File: src/design/kpc_pkg.sv
// kpc_pkg: shared types and constants for the key press classifier
// holds event codes, register indexes, reset values and the classify result struct
// no dependencies
`timescale 1ns / 1ps
`default_nettype none

package kpc_pkg;

	localparam int CNT_W     = 8;
	localparam int TICKS_W   = 9;
	localparam int CFG_IDX_W = 2;

	localparam logic [TICKS_W-1:0] TICKS_MAX = '1;

	localparam logic [CNT_W-1:0] BASE_RESET = 8'd3;
	localparam logic [CNT_W-1:0] LONG_RESET = 8'd75;
	localparam logic [CNT_W-1:0] HOLD_RESET = 8'd15;

	typedef enum logic [CFG_IDX_W-1:0] {
		CFG_BASE = 2'd0,
		CFG_LONG = 2'd1,
		CFG_HOLD = 2'd2
	} cfg_index_t;

	typedef enum logic [1:0] {
		EV_SHORT        = 2'd0,
		EV_LONG         = 2'd1,
		EV_HOLD         = 2'd2,
		EV_LONG_RELEASE = 2'd3
	} event_code_t;

	typedef struct packed {
		logic        valid;
		event_code_t code;
		logic        clr;
	} kpc_result_t;

endpackage

`default_nettype wire

File: src/design/kpc_classify.sv
// kpc_classify: per-tick classification and counter update
// pure combinational logic between the stage 1 register and the result register
// depends on kpc_pkg
`timescale 1ns / 1ps
`default_nettype none

module kpc_classify (
	input  wire logic                        key_pressed,
	input  wire logic                        was_pressed,
	input  wire logic [kpc_pkg::TICKS_W-1:0] press_ticks,
	input  wire logic [kpc_pkg::CNT_W-1:0]   base_count,
	input  wire logic [kpc_pkg::CNT_W-1:0]   long_count,
	input  wire logic [kpc_pkg::CNT_W-1:0]   hold_count,
	output kpc_pkg::kpc_result_t             result,
	output logic      [kpc_pkg::TICKS_W-1:0] press_ticks_next
);
	import kpc_pkg::*;

	logic [TICKS_W-1:0] ticks_inc;
	logic [TICKS_W-1:0] long_ext;
	logic [TICKS_W-1:0] repeat_at;

	assign long_ext  = {1'b0, long_count};
	assign repeat_at = long_ext + {1'b0, hold_count};
	// counter saturates rather than wrapping
	assign ticks_inc = (press_ticks == TICKS_MAX) ? press_ticks : press_ticks + 1'b1;

	always_comb begin
		result           = '0;
		result.code      = EV_SHORT;
		press_ticks_next = '0;
		if (!key_pressed) begin
			if (was_pressed) begin
				if (press_ticks >= long_ext) begin
					result.valid = 1'b1;
					result.code  = EV_LONG_RELEASE;
					result.clr   = 1'b1;
				end else if (press_ticks >= {1'b0, base_count}) begin
					result.valid = 1'b1;
					result.code  = EV_SHORT;
				end
			end
		end else if (was_pressed) begin
			press_ticks_next = ticks_inc;
			if (ticks_inc == long_ext) begin
				result.valid = 1'b1;
				result.code  = EV_LONG;
			end else if (ticks_inc == repeat_at) begin
				// fall back so hold events repeat
				result.valid     = 1'b1;
				result.code      = EV_HOLD;
				press_ticks_next = long_ext;
			end
		end
	end

endmodule

`default_nettype wire

File: src/design/key_press_classifier_core.sv
// key_press_classifier_core: short / long / hold / long-release button event detector
// a sample is registered in stage 1, then any event it gives in the output register
// throughput: one key sample per cycle, unless a sample with an event waits on a stalled output
// samples that give no event produce no output transaction
// reset: thresholds return to 3 / 75 / 15, counter cleared, key taken as released
// depends on kpc_pkg and kpc_classify
`timescale 1ns / 1ps
`default_nettype none

module key_press_classifier_core (
	input  wire logic                          clk,
	input  wire logic                          arst_n,
	input  wire logic                          cfg_write,
	input  wire logic [kpc_pkg::CFG_IDX_W-1:0] cfg_index,
	input  wire logic [kpc_pkg::CNT_W-1:0]     cfg_data,
	input  wire logic                          in_valid,
	output logic                               in_stall,
	input  wire logic                          key_pressed,
	output logic                               out_valid,
	input  wire logic                          out_stall,
	output logic [1:0]                         event_code,
	output logic                               clear_queue
);
	import kpc_pkg::*;

	logic [CNT_W-1:0]   base_q;
	logic [CNT_W-1:0]   long_q;
	logic [CNT_W-1:0]   hold_q;
	logic [TICKS_W-1:0] press_ticks_q;
	logic               was_pressed_q;

	logic               valid_s1;
	logic               key_s1;

	logic               out_valid_q;
	event_code_t        out_code_q;
	logic               out_clr_q;

	kpc_result_t        res;
	logic [TICKS_W-1:0] ticks_next;
	logic               out_free;
	logic               s1_adv;
	logic               in_acc;

	always_ff @(posedge clk or negedge arst_n) begin
		if (!arst_n) begin
			base_q <= BASE_RESET;
			long_q <= LONG_RESET;
			hold_q <= HOLD_RESET;
		end else if (cfg_write) begin
			case (cfg_index)
				CFG_BASE: base_q <= cfg_data;
				CFG_LONG: long_q <= cfg_data;
				CFG_HOLD: hold_q <= cfg_data;
				default: ;
			endcase
		end
	end

	kpc_classify u_classify (
		.key_pressed      (key_s1),
		.was_pressed      (was_pressed_q),
		.press_ticks      (press_ticks_q),
		.base_count       (base_q),
		.long_count       (long_q),
		.hold_count       (hold_q),
		.result           (res),
		.press_ticks_next (ticks_next)
	);

	assign out_free = !out_valid_q || !out_stall;
	// a sample with no event never waits for the output side
	assign s1_adv   = valid_s1 && (!res.valid || out_free);
	assign in_stall = valid_s1 && !s1_adv;
	assign in_acc   = in_valid && !in_stall;

	always_ff @(posedge clk or negedge arst_n) begin
		if (!arst_n) begin
			valid_s1      <= 1'b0;
			press_ticks_q <= '0;
			was_pressed_q <= 1'b0;
			out_valid_q   <= 1'b0;
		end else begin
			if (in_acc) begin
				valid_s1 <= 1'b1;
			end else if (s1_adv) begin
				valid_s1 <= 1'b0;
			end
			if (s1_adv) begin
				press_ticks_q <= ticks_next;
				was_pressed_q <= key_s1;
			end
			if (s1_adv && res.valid) begin
				out_valid_q <= 1'b1;
			end else if (!out_stall) begin
				out_valid_q <= 1'b0;
			end
		end
	end

	always_ff @(posedge clk) begin
		if (in_acc) begin
			key_s1 <= key_pressed;
		end
		if (s1_adv && res.valid) begin
			out_code_q <= res.code;
			out_clr_q  <= res.clr;
		end
	end

	assign out_valid   = out_valid_q;
	assign event_code  = out_code_q;
	assign clear_queue = out_clr_q;

	// counter only runs while the key is held
	assert property (@(posedge clk) disable iff (!arst_n)
		!was_pressed_q |-> press_ticks_q == '0)
		else $error("press counter non-zero while key released");

	// clear-queue flag only travels with a long release
	assert property (@(posedge clk) disable iff (!arst_n)
		out_valid_q && out_clr_q |-> out_code_q == EV_LONG_RELEASE)
		else $error("clear_queue without long release");

	// a hold event folds the counter back to the long threshold
	assert property (@(posedge clk) disable iff (!arst_n)
		s1_adv && res.valid && res.code == EV_HOLD
		|=> press_ticks_q == {1'b0, $past(long_q)})
		else $error("counter not folded back after hold event");

	// a blocked stage 1 sample is kept, not dropped
	assert property (@(posedge clk) disable iff (!arst_n)
		valid_s1 && !s1_adv |=> valid_s1 && $stable(key_s1))
		else $error("stalled stage 1 sample lost");

endmodule

`default_nettype wire

File: config.mk
export PLATFORM = sky130hd
export DESIGN_NAME = key_press_classifier_core
export DESIGN_NICKNAME = d
export VERILOG_FILES = /design/src/design/kpc_pkg.sv /design/src/design/kpc_classify.sv /design/src/design/key_press_classifier_core.sv
export SDC_FILE = /design/constraint.sdc
export NUM_CORES = 1
export LEC_CHECK = 0
export BUFFER_PORTS_ARGS = -buffer_cell sky130_fd_sc_hd__buf_2
export CORE_MARGIN = 4
export CORE_UTILIZATION = 55
export CTS_CLUSTER_DIAMETER = 150
export DETAILED_ROUTE_END_ITERATION = 16
export HOLD_SLACK_MARGIN = 0.1
export PLACE_DENSITY = 0.76
export SLEW_MARGIN = 10
export SYNTH_ARGS = -nofsm -noshare
export SYNTH_HDL_FRONTEND = slang
export SYNTH_SLANG_ARGS = --single-unit
File: constraint.sdc
create_clock -name clk -period 3.21 [get_ports clk]
set_input_delay 0.642 -clock clk [delete_from_list [all_inputs] [get_ports clk]]
set_output_delay 0.642 -clock clk [all_outputs]
set_load 0.005 [all_outputs]
==> results of run 1 <==
[logic make-up (layout without fill, tap and decap cells)]
group	after synthesis	in the layout	share of synthesized area [%]
xor gates and xnor gates	19	19	5.36
and+or+nand+nor	90	90	16.2
buffers and inverters	38	111	5.36
AOI/OAI and AO/OA	88	88	20.3
DFF	40	40	33.3
adders and majority gates	26	26	10.7
muxes	25	25	8.86
[what timing repair did]
item / in CTS / in global routing
endpoints found under the hold margin: 0 / 0
resized for setup: 16 / 21
cloned: 0 / 0
pin swaps: 10 / 10
setup endpoints to repair: 14 / 15
setup buffers: 5 / 4
[flip-flops by register name (all words and copies together) (netlist names), 2 cells and up]
name,count
press_ticks_q,9
base_q,8
hold_q,8
long_q,8
event_code,2
[final cells by class]
class | count | area, µm² | share of cell area, %
clock inverters | 1 | 8.76 | 0.220
inverters | 25 | 93.8 | 2.35
repair buffers | 78 | 569 | 14.3
clock buffers | 7 | 108 | 2.70
multi-input cells | 248 | 2090 | 52.3
flip-flops and latches | 40 | 1030 | 25.9
well taps | 72 | 90.1 | 2.26
[per-layer routing]
metal  vias to the layer above  share of wire (%)  global-route usage, %
li1                       1354                  -                      -
met1                      1431                 42                   32.7
met2                       132                 49                   45.1
met3                        30                6.3                   5.36
met4                         0                3.1                   10.1
met5                         -                  0                      0
[power groups by stage]
stage | combinational [W] | sequential, W | clock, W
after floorplan | 0.000529 | 0.000640 | 0
after global placement | 0.000795 | 0.000641 | 0
after detailed placement | 0.000821 | 0.000645 | 0
after CTS | 0.000874 | 0.000639 | 0.000413
after global routing | 0.00102 | 0.000647 | 0.000430
final | 0.000936 | 0.000640 | 0.000411
[synthesized netlist by cell type (4+ instances only)]
cell       n
mux2_2    20
nand4_1    4
nand2b_1   4
ha_1      25
o21ai_0   24
and3_1     5
inv_1     25
dfstp_2   10
a21oi_1   10
nor3_1     6
dfrtp_1   26
buf_2      7
and4_1     4
a31oi_1    5
a211oi_1   5
nand2_1   16
nor2_1    19
nand3_1    8
o31ai_1    6
xnor2_1   16
mux2i_1    5
a21o_1     9
edfxtp_1   4
[worst reg2reg max path: cells and delay by family (launching register included)]
family	cells	cell delay, ps
flops	1	570
simple gates	3	560
buf+inv	5	550
fa+ha+maj	2	480
compound gates	3	430
xor+xnor	2	290
mux	1	230
[worst max path at each step]
stage	startpoint	endpoint	cells past startpoint	slack, ps
finish	long_q[0]$_DFFE_PN1P_	in_stall	12	-450
global route	press_ticks_q[0]$_DFFE_PN0P_	in_stall	11	-580
CTS	long_q[0]$_DFFE_PN1P_	in_stall	12	-450
detailed placement	long_q[0]$_DFFE_PN1P_	in_stall	12	-270
global placement	long_q[0]$_DFFE_PN1P_	in_stall	12	-180
floorplan	long_q[0]$_DFFE_PN1P_	in_stall	11	3
[per-stage QoR]
stage               std cells  total power [W]  TNS, ps  cell area [µm²]  hold WS, ps
floorplan                 326          0.00117        0             3130          346
global placement          457          0.00144     -297             3650          503
detailed placement        457          0.00147    -1150             3650          502
CTS                       470          0.00193     -491             3870          445
global route              471          0.00210    -1810             3990          478
finish                    471          0.00199     -478             3990          423
==> results.tsv, run 1 <==
stage	metric	value	unit
clocking	cts_max_path_buffers	2	
sta	min_period	3660	ps
clocking	clock-root-buffer	clkbuf_8	
logic_synthesis	yosysTopAreaCell	dfrtp_1	
logic_synthesis	synth_nets	368	
cells_and_area	final_common_cell	buf_4	
grt	grt_antenna_before_repair	0	
sta	period_share	114	%
placement	preCtsSetupSlack	-268	ps
grt	grt_max_degree	37	
setup_path	path_delay_family	simple AND/OR/NAND/NOR gates	
setup_path	crit_required	2570	ps
detailed_routing	drtIter0Drc	268	
detailed_routing	vias	2947	
logic_synthesis	synth-seq-cells	40	
power	p_sw	0.000726	W
logic_synthesis	synth_cell_types	63	
setup_path	cp-start-kind	flip-flop	
floorplan	placeableCoreArea	0.00551	mm²
floorplan	initial_utilization	56.4	%
placement	gp_congestion	0.918	
logic_synthesis	synth_top_area_share	20.9	%
clocking	cts_sinks	40	
clocking	numCtsBuffers	5	
cells_and_area	area_delta_synth_final	28.4	%
clocking	worstSkewPairLatency	300	ps
cells_and_area	mostFrequentLayoutCells	buf_4 (53), dfrtp_1 (26), inv_1 (24), ha_1 (24), o21ai_0 (20)	
floorplan	dieArea	0.00691	mm²
floorplan	rows	27	
clocking	cts_tree	done	
grt	grt_pass1_wl	14.8	mm
logic_synthesis	synthArstFlopShare	90.0	%
sta	max-slew-margin-rel	46.2	%
power	clkPwrFrac	20.7	%
floorplan	io_pins	21	
setup_path	cp_data_arrival_time	3020	ps
sta	slew_viol_final	0	
sta	finalSetupViolCount	4	
logic_synthesis	yosys_warnings	0	
setup_path	path_buf_inv	2	
cells_and_area	drive_gt1_share	37.8	%
flow_run	drv_cap	0	
detailed_routing	drt_first_pass_iters	5	
logic_synthesis	syn_area_per_cell	9.53	µm²
power	pwr-share-comb	47.1	%
detailed_routing	viasPerCell	6.26	
power	ir_drop	0.381	mV
logic_synthesis	netlist_area	0.00311	mm²
grt	grt_usage	26.4	%
power	power.density	498	mW/mm²
sta	fmax	0.273	GHz
logic_synthesis	synth_edf_count	4	
sta	tightestPinTransition	807	ps
cells_and_area	fin_util	72.4	%
cells_and_area	antenna_cells	0	
placement	dpl.hpwl	6.79	mm
clocking	path_clk_slew	80	ps
detailed_routing	drc	0	
logic_synthesis	synth_area_leaders	dfrtp_1 (21%), ha_1 (10%), dfstp_2 (8.5%), mux2_2 (7.2%), xnor2_1 (4.5%)	
setup_path	regToRegStartpoint	long_q[0]$_DFFE_PN1P_	
logic_synthesis	ys_seq_area_share	33.3	%
grt	overflow	0	
placement	io_buffers	20	
setup_path	path_cells	ha_4 > inv_2 > fa_2 > nand2b_4 > a21oi_4 > xnor2_2 > xnor2_1 > nand4b_1 > nor4b_4 > or3_4 > and4_4 > buf_6	
logic_synthesis	synth_ff_type	dfrtp_1	
status	outcome	finished, violations left	
detailed_routing	wl	8.98	mm
clocking	h-tree-depth	2	
power	p_seq_share	32.2	%
setup_path	slowest_stage	dfstp_2	
setup_path	crit_path_end_kind	primary output	
status	violations	negative setup slack	
floorplan	die_h	83.2	µm
sta	rsz0062_at_grt	yes	
floorplan	die_w	83.2	µm
setup_path	r2r_cells	16	
logic_synthesis	syn_inst	326	
setup_path	crit_type	flip-flop to primary output	
detailed_routing	routedWlPerCell	19.1	µm
hold_path	hp-class	input pin to async pin	
setup_path	slowest_delay	570	ps
sta	fin_skew	6.68	ps
cells_and_area	layout.nets	440	
setup_path	r2r_slack	-20	ps
setup_path	r2r-end	press_ticks_q[0]$_DFFE_PN0P_	
power	cell_internal_pwr	0.00126	W
power	leakage	1.83	nW
sta	hold_viol	0	
setup_path	crit_fanout	3	
detailed_routing	ant_nets	0	
grt	grt_pass1_vias	2961	
power	switching_share	36.6	%
cells_and_area	num-fill-cells	370	
clocking	ctsHoldBuffers	0	
sta	layout_setup_ws	-448	ps
Note: power is estimated with default switching activity, not from simulation.
==> inputs of run 2 (changes only) <==
--- a/config.mk
+++ b/config.mk
@@ -5,6 +5,7 @@
 export SDC_FILE = /design/constraint.sdc
 export NUM_CORES = 1
 export LEC_CHECK = 0
+export ABC_AREA = 1
 export BUFFER_PORTS_ARGS = -buffer_cell sky130_fd_sc_hd__buf_2
 export CORE_MARGIN = 4
 export CORE_UTILIZATION = 55
==> results.tsv, run 2 <==
stage	metric	value	unit	change
logic_synthesis	synth_nets	502		+36%
detailed_routing	wl	8.11	mm	-9.7%
logic_synthesis	yosys.area_share.adder	10.4	%	-0.34 points
sta	slew_viol_final	0		unchanged
detailed_routing	drt_first_pass_iters	4		-1
sta	rsz0062_at_grt	yes		
placement	place_area	0.00343	mm²	-5.9%
cells_and_area	largest_reg_flops	9		unchanged
grt	grt_pass1_wl	13.9	mm	-5.9%
setup_path	cp-start-kind	flip-flop		
setup_path	crit_required	3220	ps	+650 ps
power	leakage	2.04	nW	+12%
detailed_routing	drc	0		unchanged
logic_synthesis	yosysTopAreaCell	dfrtp_1		
power	ir_drop	0.358	mV	-5.9%
sta	period_share	106	%	-8.1 points
logic_synthesis	synthTopCellsByCount	nand2_1 (156), inv_1 (63), nand3_1 (50)		
logic_synthesis	syn_inst	460		+41%
logic_synthesis	synth_top_family_by_area	simple AND/OR/NAND/NOR gates		
grt	grt_usage	24.2	%	-2.2 points
logic_synthesis	synth_area_leaders	dfrtp_1 (20%), nand2_1 (18%), ha_1 (9.7%), dfstp_2 (8.2%), nand3_1 (7.8%)		
cells_and_area	antenna_cells	0		unchanged
clocking	ctsHoldBuffers	0		unchanged
logic_synthesis	synth_top_area_share	20.3	%	-0.67 points
setup_path	crit_path_end_kind	flip-flop		
sta	holdWs	431	ps	+8.64 ps
placement	io_buffers	20		unchanged
floorplan	die_h	84.4	µm	+1.5%
logic_synthesis	synth_compound_area_share	7.64	%	-13 points
logic_synthesis	synth_xor_area_share	1.05	%	-4.3 points
logic_synthesis	synth_ff_type	dfrtp_1		
floorplan	placeableCoreArea	0.00557	mm²	+1.2%
setup_path	slowest_stage	dfstp_2		
sta	max-slew-margin-rel	45.9	%	-0.27 points
cells_and_area	fin_area	0.00374	mm²	-6.3%
logic_synthesis	synth_edf_count	4		unchanged
setup_path	path_cells	ha_4 > inv_2 > fa_2 > inv_2 > nand2_2 > nand2_2 > nand3_2 > nand3b_1 > nand2_1 > nand2_1 > nand2_2 > nand2_2 > nor2_2 > nand4_1 > nand2_2 > buf_4 > buf_4 > buf_4 > buf_4 > buf_4 > buf_4 > o21ai_2 > nand2_2 > nor2_4		
cells_and_area	num-fill-cells	509		+38%
detailed_routing	drtIter0Drc	248		-7.5%
sta	min_period	3400	ps	-260 ps
logic_synthesis	ys_seq_area_share	32.2	%	-1.1 points
floorplan	dieArea	0.00712	mm²	+3.0%
logic_synthesis	synth_cell_types	35		-44%
clocking	cts_tree	done		
sta	layout_setup_ws	-188	ps	+260 ps
clocking	worstSkewPairLatency	290	ps	about the same
cells_and_area	layout.nets	550		+25%
power	power.density	441	mW/mm²	-12%
logic_synthesis	synth-seq-cells	40		unchanged
detailed_routing	viasPerCell	5.30		-15%
detailed_routing	routedWlPerCell	14.0	µm	-27%
placement	dpl.hpwl	6.26	mm	-7.9%
floorplan	initial_utilization	57.6	%	+1.2 points
grt	grt_max_degree	37		unchanged
setup_path	path_buf_inv	8		+6
cells_and_area	mostFrequentLayoutCells	nand2_1 (149), inv_1 (60), nand3_1 (49)		
grt	grt_antenna_before_repair	0		unchanged
flow_run	drv_cap	0		unchanged
status	violations	negative setup slack		
grt	overflow	0		unchanged
sta	fmax	0.294	GHz	+7.7%
setup_path	path_delay_family	simple AND/OR/NAND/NOR gates		
placement	gp_congestion	0.919		+0.13%
clocking	path_clk_slew	80	ps	about the same
cells_and_area	drive_gt1_share	21.4	%	-16 points
logic_synthesis	synthSimpleGateAreaFrac	38.8	%	+23 points
detailed_routing	ant_nets	0		unchanged
detailed_routing	vias	3079		+4.5%
floorplan	io_pins	21		unchanged
setup_path	cp_data_arrival_time	3410	ps	+390 ps
logic_synthesis	muxShareOfSynthArea	0	%	-8.9 points
sta	hold_viol	0		unchanged
logic_synthesis	yosysMostFrequentCell	nand2_1		
cells_and_area	final_common_cell	nand2_1		
sta	finalSetupViolCount	15		+11
hold_path	hp-class	input pin to async pin		
cells_and_area	largest_register	press_ticks_q		
sta	fin_skew	4.15	ps	-2.53 ps
setup_path	crit_type	flip-flop to flip-flop		
clocking	numCtsBuffers	5		unchanged
status	outcome	finished, violations left		
grt	grt_pass1_vias	2952		-0.30%
logic_synthesis	yosys_warnings	0		unchanged
clocking	clock-root-buffer	clkbuf_8		
clocking	h-tree-depth	2		unchanged
clocking	cts_max_path_buffers	2		unchanged
floorplan	rows	27		unchanged
logic_synthesis	netlist_area	0.00321	mm²	+3.3%
setup_path	crit_fanout	4		+1
clocking	cts_sinks	40		unchanged
logic_synthesis	synthArstFlopShare	90.0	%	unchanged
cells_and_area	area_delta_synth_final	16.5	%	
logic_synthesis	syn_area_per_cell	6.98	µm²	-27%
floorplan	die_w	84.4	µm	+1.5%
sta	tightestPinTransition	811	ps	+4.00 ps
setup_path	slowest_delay	570	ps	about the same
## run 2: final cells by class
cell class	instances	area (µm²)	area share (%)
multi-input cells	345	1920	51.4
flip-flops and latches	40	1030	27.7
repair buffers	50	348	9.31
inverters	66	248	6.63
well taps	72	90.1	2.41
clock buffers	6	82.6	2.21
clock inverters	2	13.8	0.368
## run 2: what timing repair did
item / 4_1_cts / 5_1_grt
endpoints found under the setup margin: 1 / 16
pin swaps: 7 / 11
endpoints found under the hold margin: 0 / 0
buffers inserted: 14 / 2
resized for setup: 21 / 6
## run 2: worst paths after layout
path / from / to / slack, ps / cells past startpoint
worst max register to register: long_q[0]$_DFFE_PN1P_ / clear_queue$_SDFFCE_PP0P_ / -190 / 24
worst max-delay path: long_q[0]$_DFFE_PN1P_ / clear_queue$_SDFFCE_PP0P_ / -190 / 24
worst min-delay path: arst_n / base_q[3]$_DFFE_PN0P_ / 430 / 1
worst min register to register: base_q[4]$_DFFE_PN0P_ / base_q[4]$_DFFE_PN0P_ / 490 / 2
min in group clk: base_q[4]$_DFFE_PN0P_ / base_q[4]$_DFFE_PN0P_ / 490 / 2
max in group asynchronous: arst_n / press_ticks_q[8]$_DFFE_PN0P_ / 2270 / 1
## run 2: cells by family (layout without fill, tap and decap cells)
kind of cell	count (synthesis)	in the layout
and+or+nand+nor	271	271
xor gates and xnor gates	3	3
AOI/OAI and AO/OA	45	45
DFF	40	40
buffers and inverters	75	124
adders and majority gates	26	26
## run 2: power by group
group	leakage, nW	internal (W)	switching, W	total (W)
combinational	1.51	0.000247	0.000401	0.000648
clock	0.0477	0.000175	0.000187	0.000361
sequential	0.478	0.000582	0.0000554	0.000638
total	2.04	0.00100	0.000643	0.00165
## run 2: per-layer routing
| layer | track usage, % | up-vias | share of wire (%) |
|---|---|---|---|
| li1 | - | 1583 | - |
| met1 | 33.2 | 1407 | 46 |
| met2 | 39.6 | 69 | 46 |
| met3 | 4.51 | 20 | 5.0 |
| met4 | 6.19 | 0 | 2.1 |
| met5 | 0 | - | 0 |
## run 2: metrics by stage
| step | instances | setup slack (ps) | power [W] | TNS, ps | util [%] |
|---|---|---|---|---|---|
| global route | 581 | -439 | 0.00177 | -5420 | 67.0 |
| floorplan | 460 | 302 | 0.00108 | 0 | - |
| finish | 581 | -188 | 0.00165 | -1920 | 67.0 |
| global placement | 557 | 59.1 | 0.00121 | 0 | 61.6 |
| detailed placement | 557 | -29.5 | 0.00123 | -29.5 | 61.6 |
| CTS | 579 | -158 | 0.00163 | -709 | 66.3 |
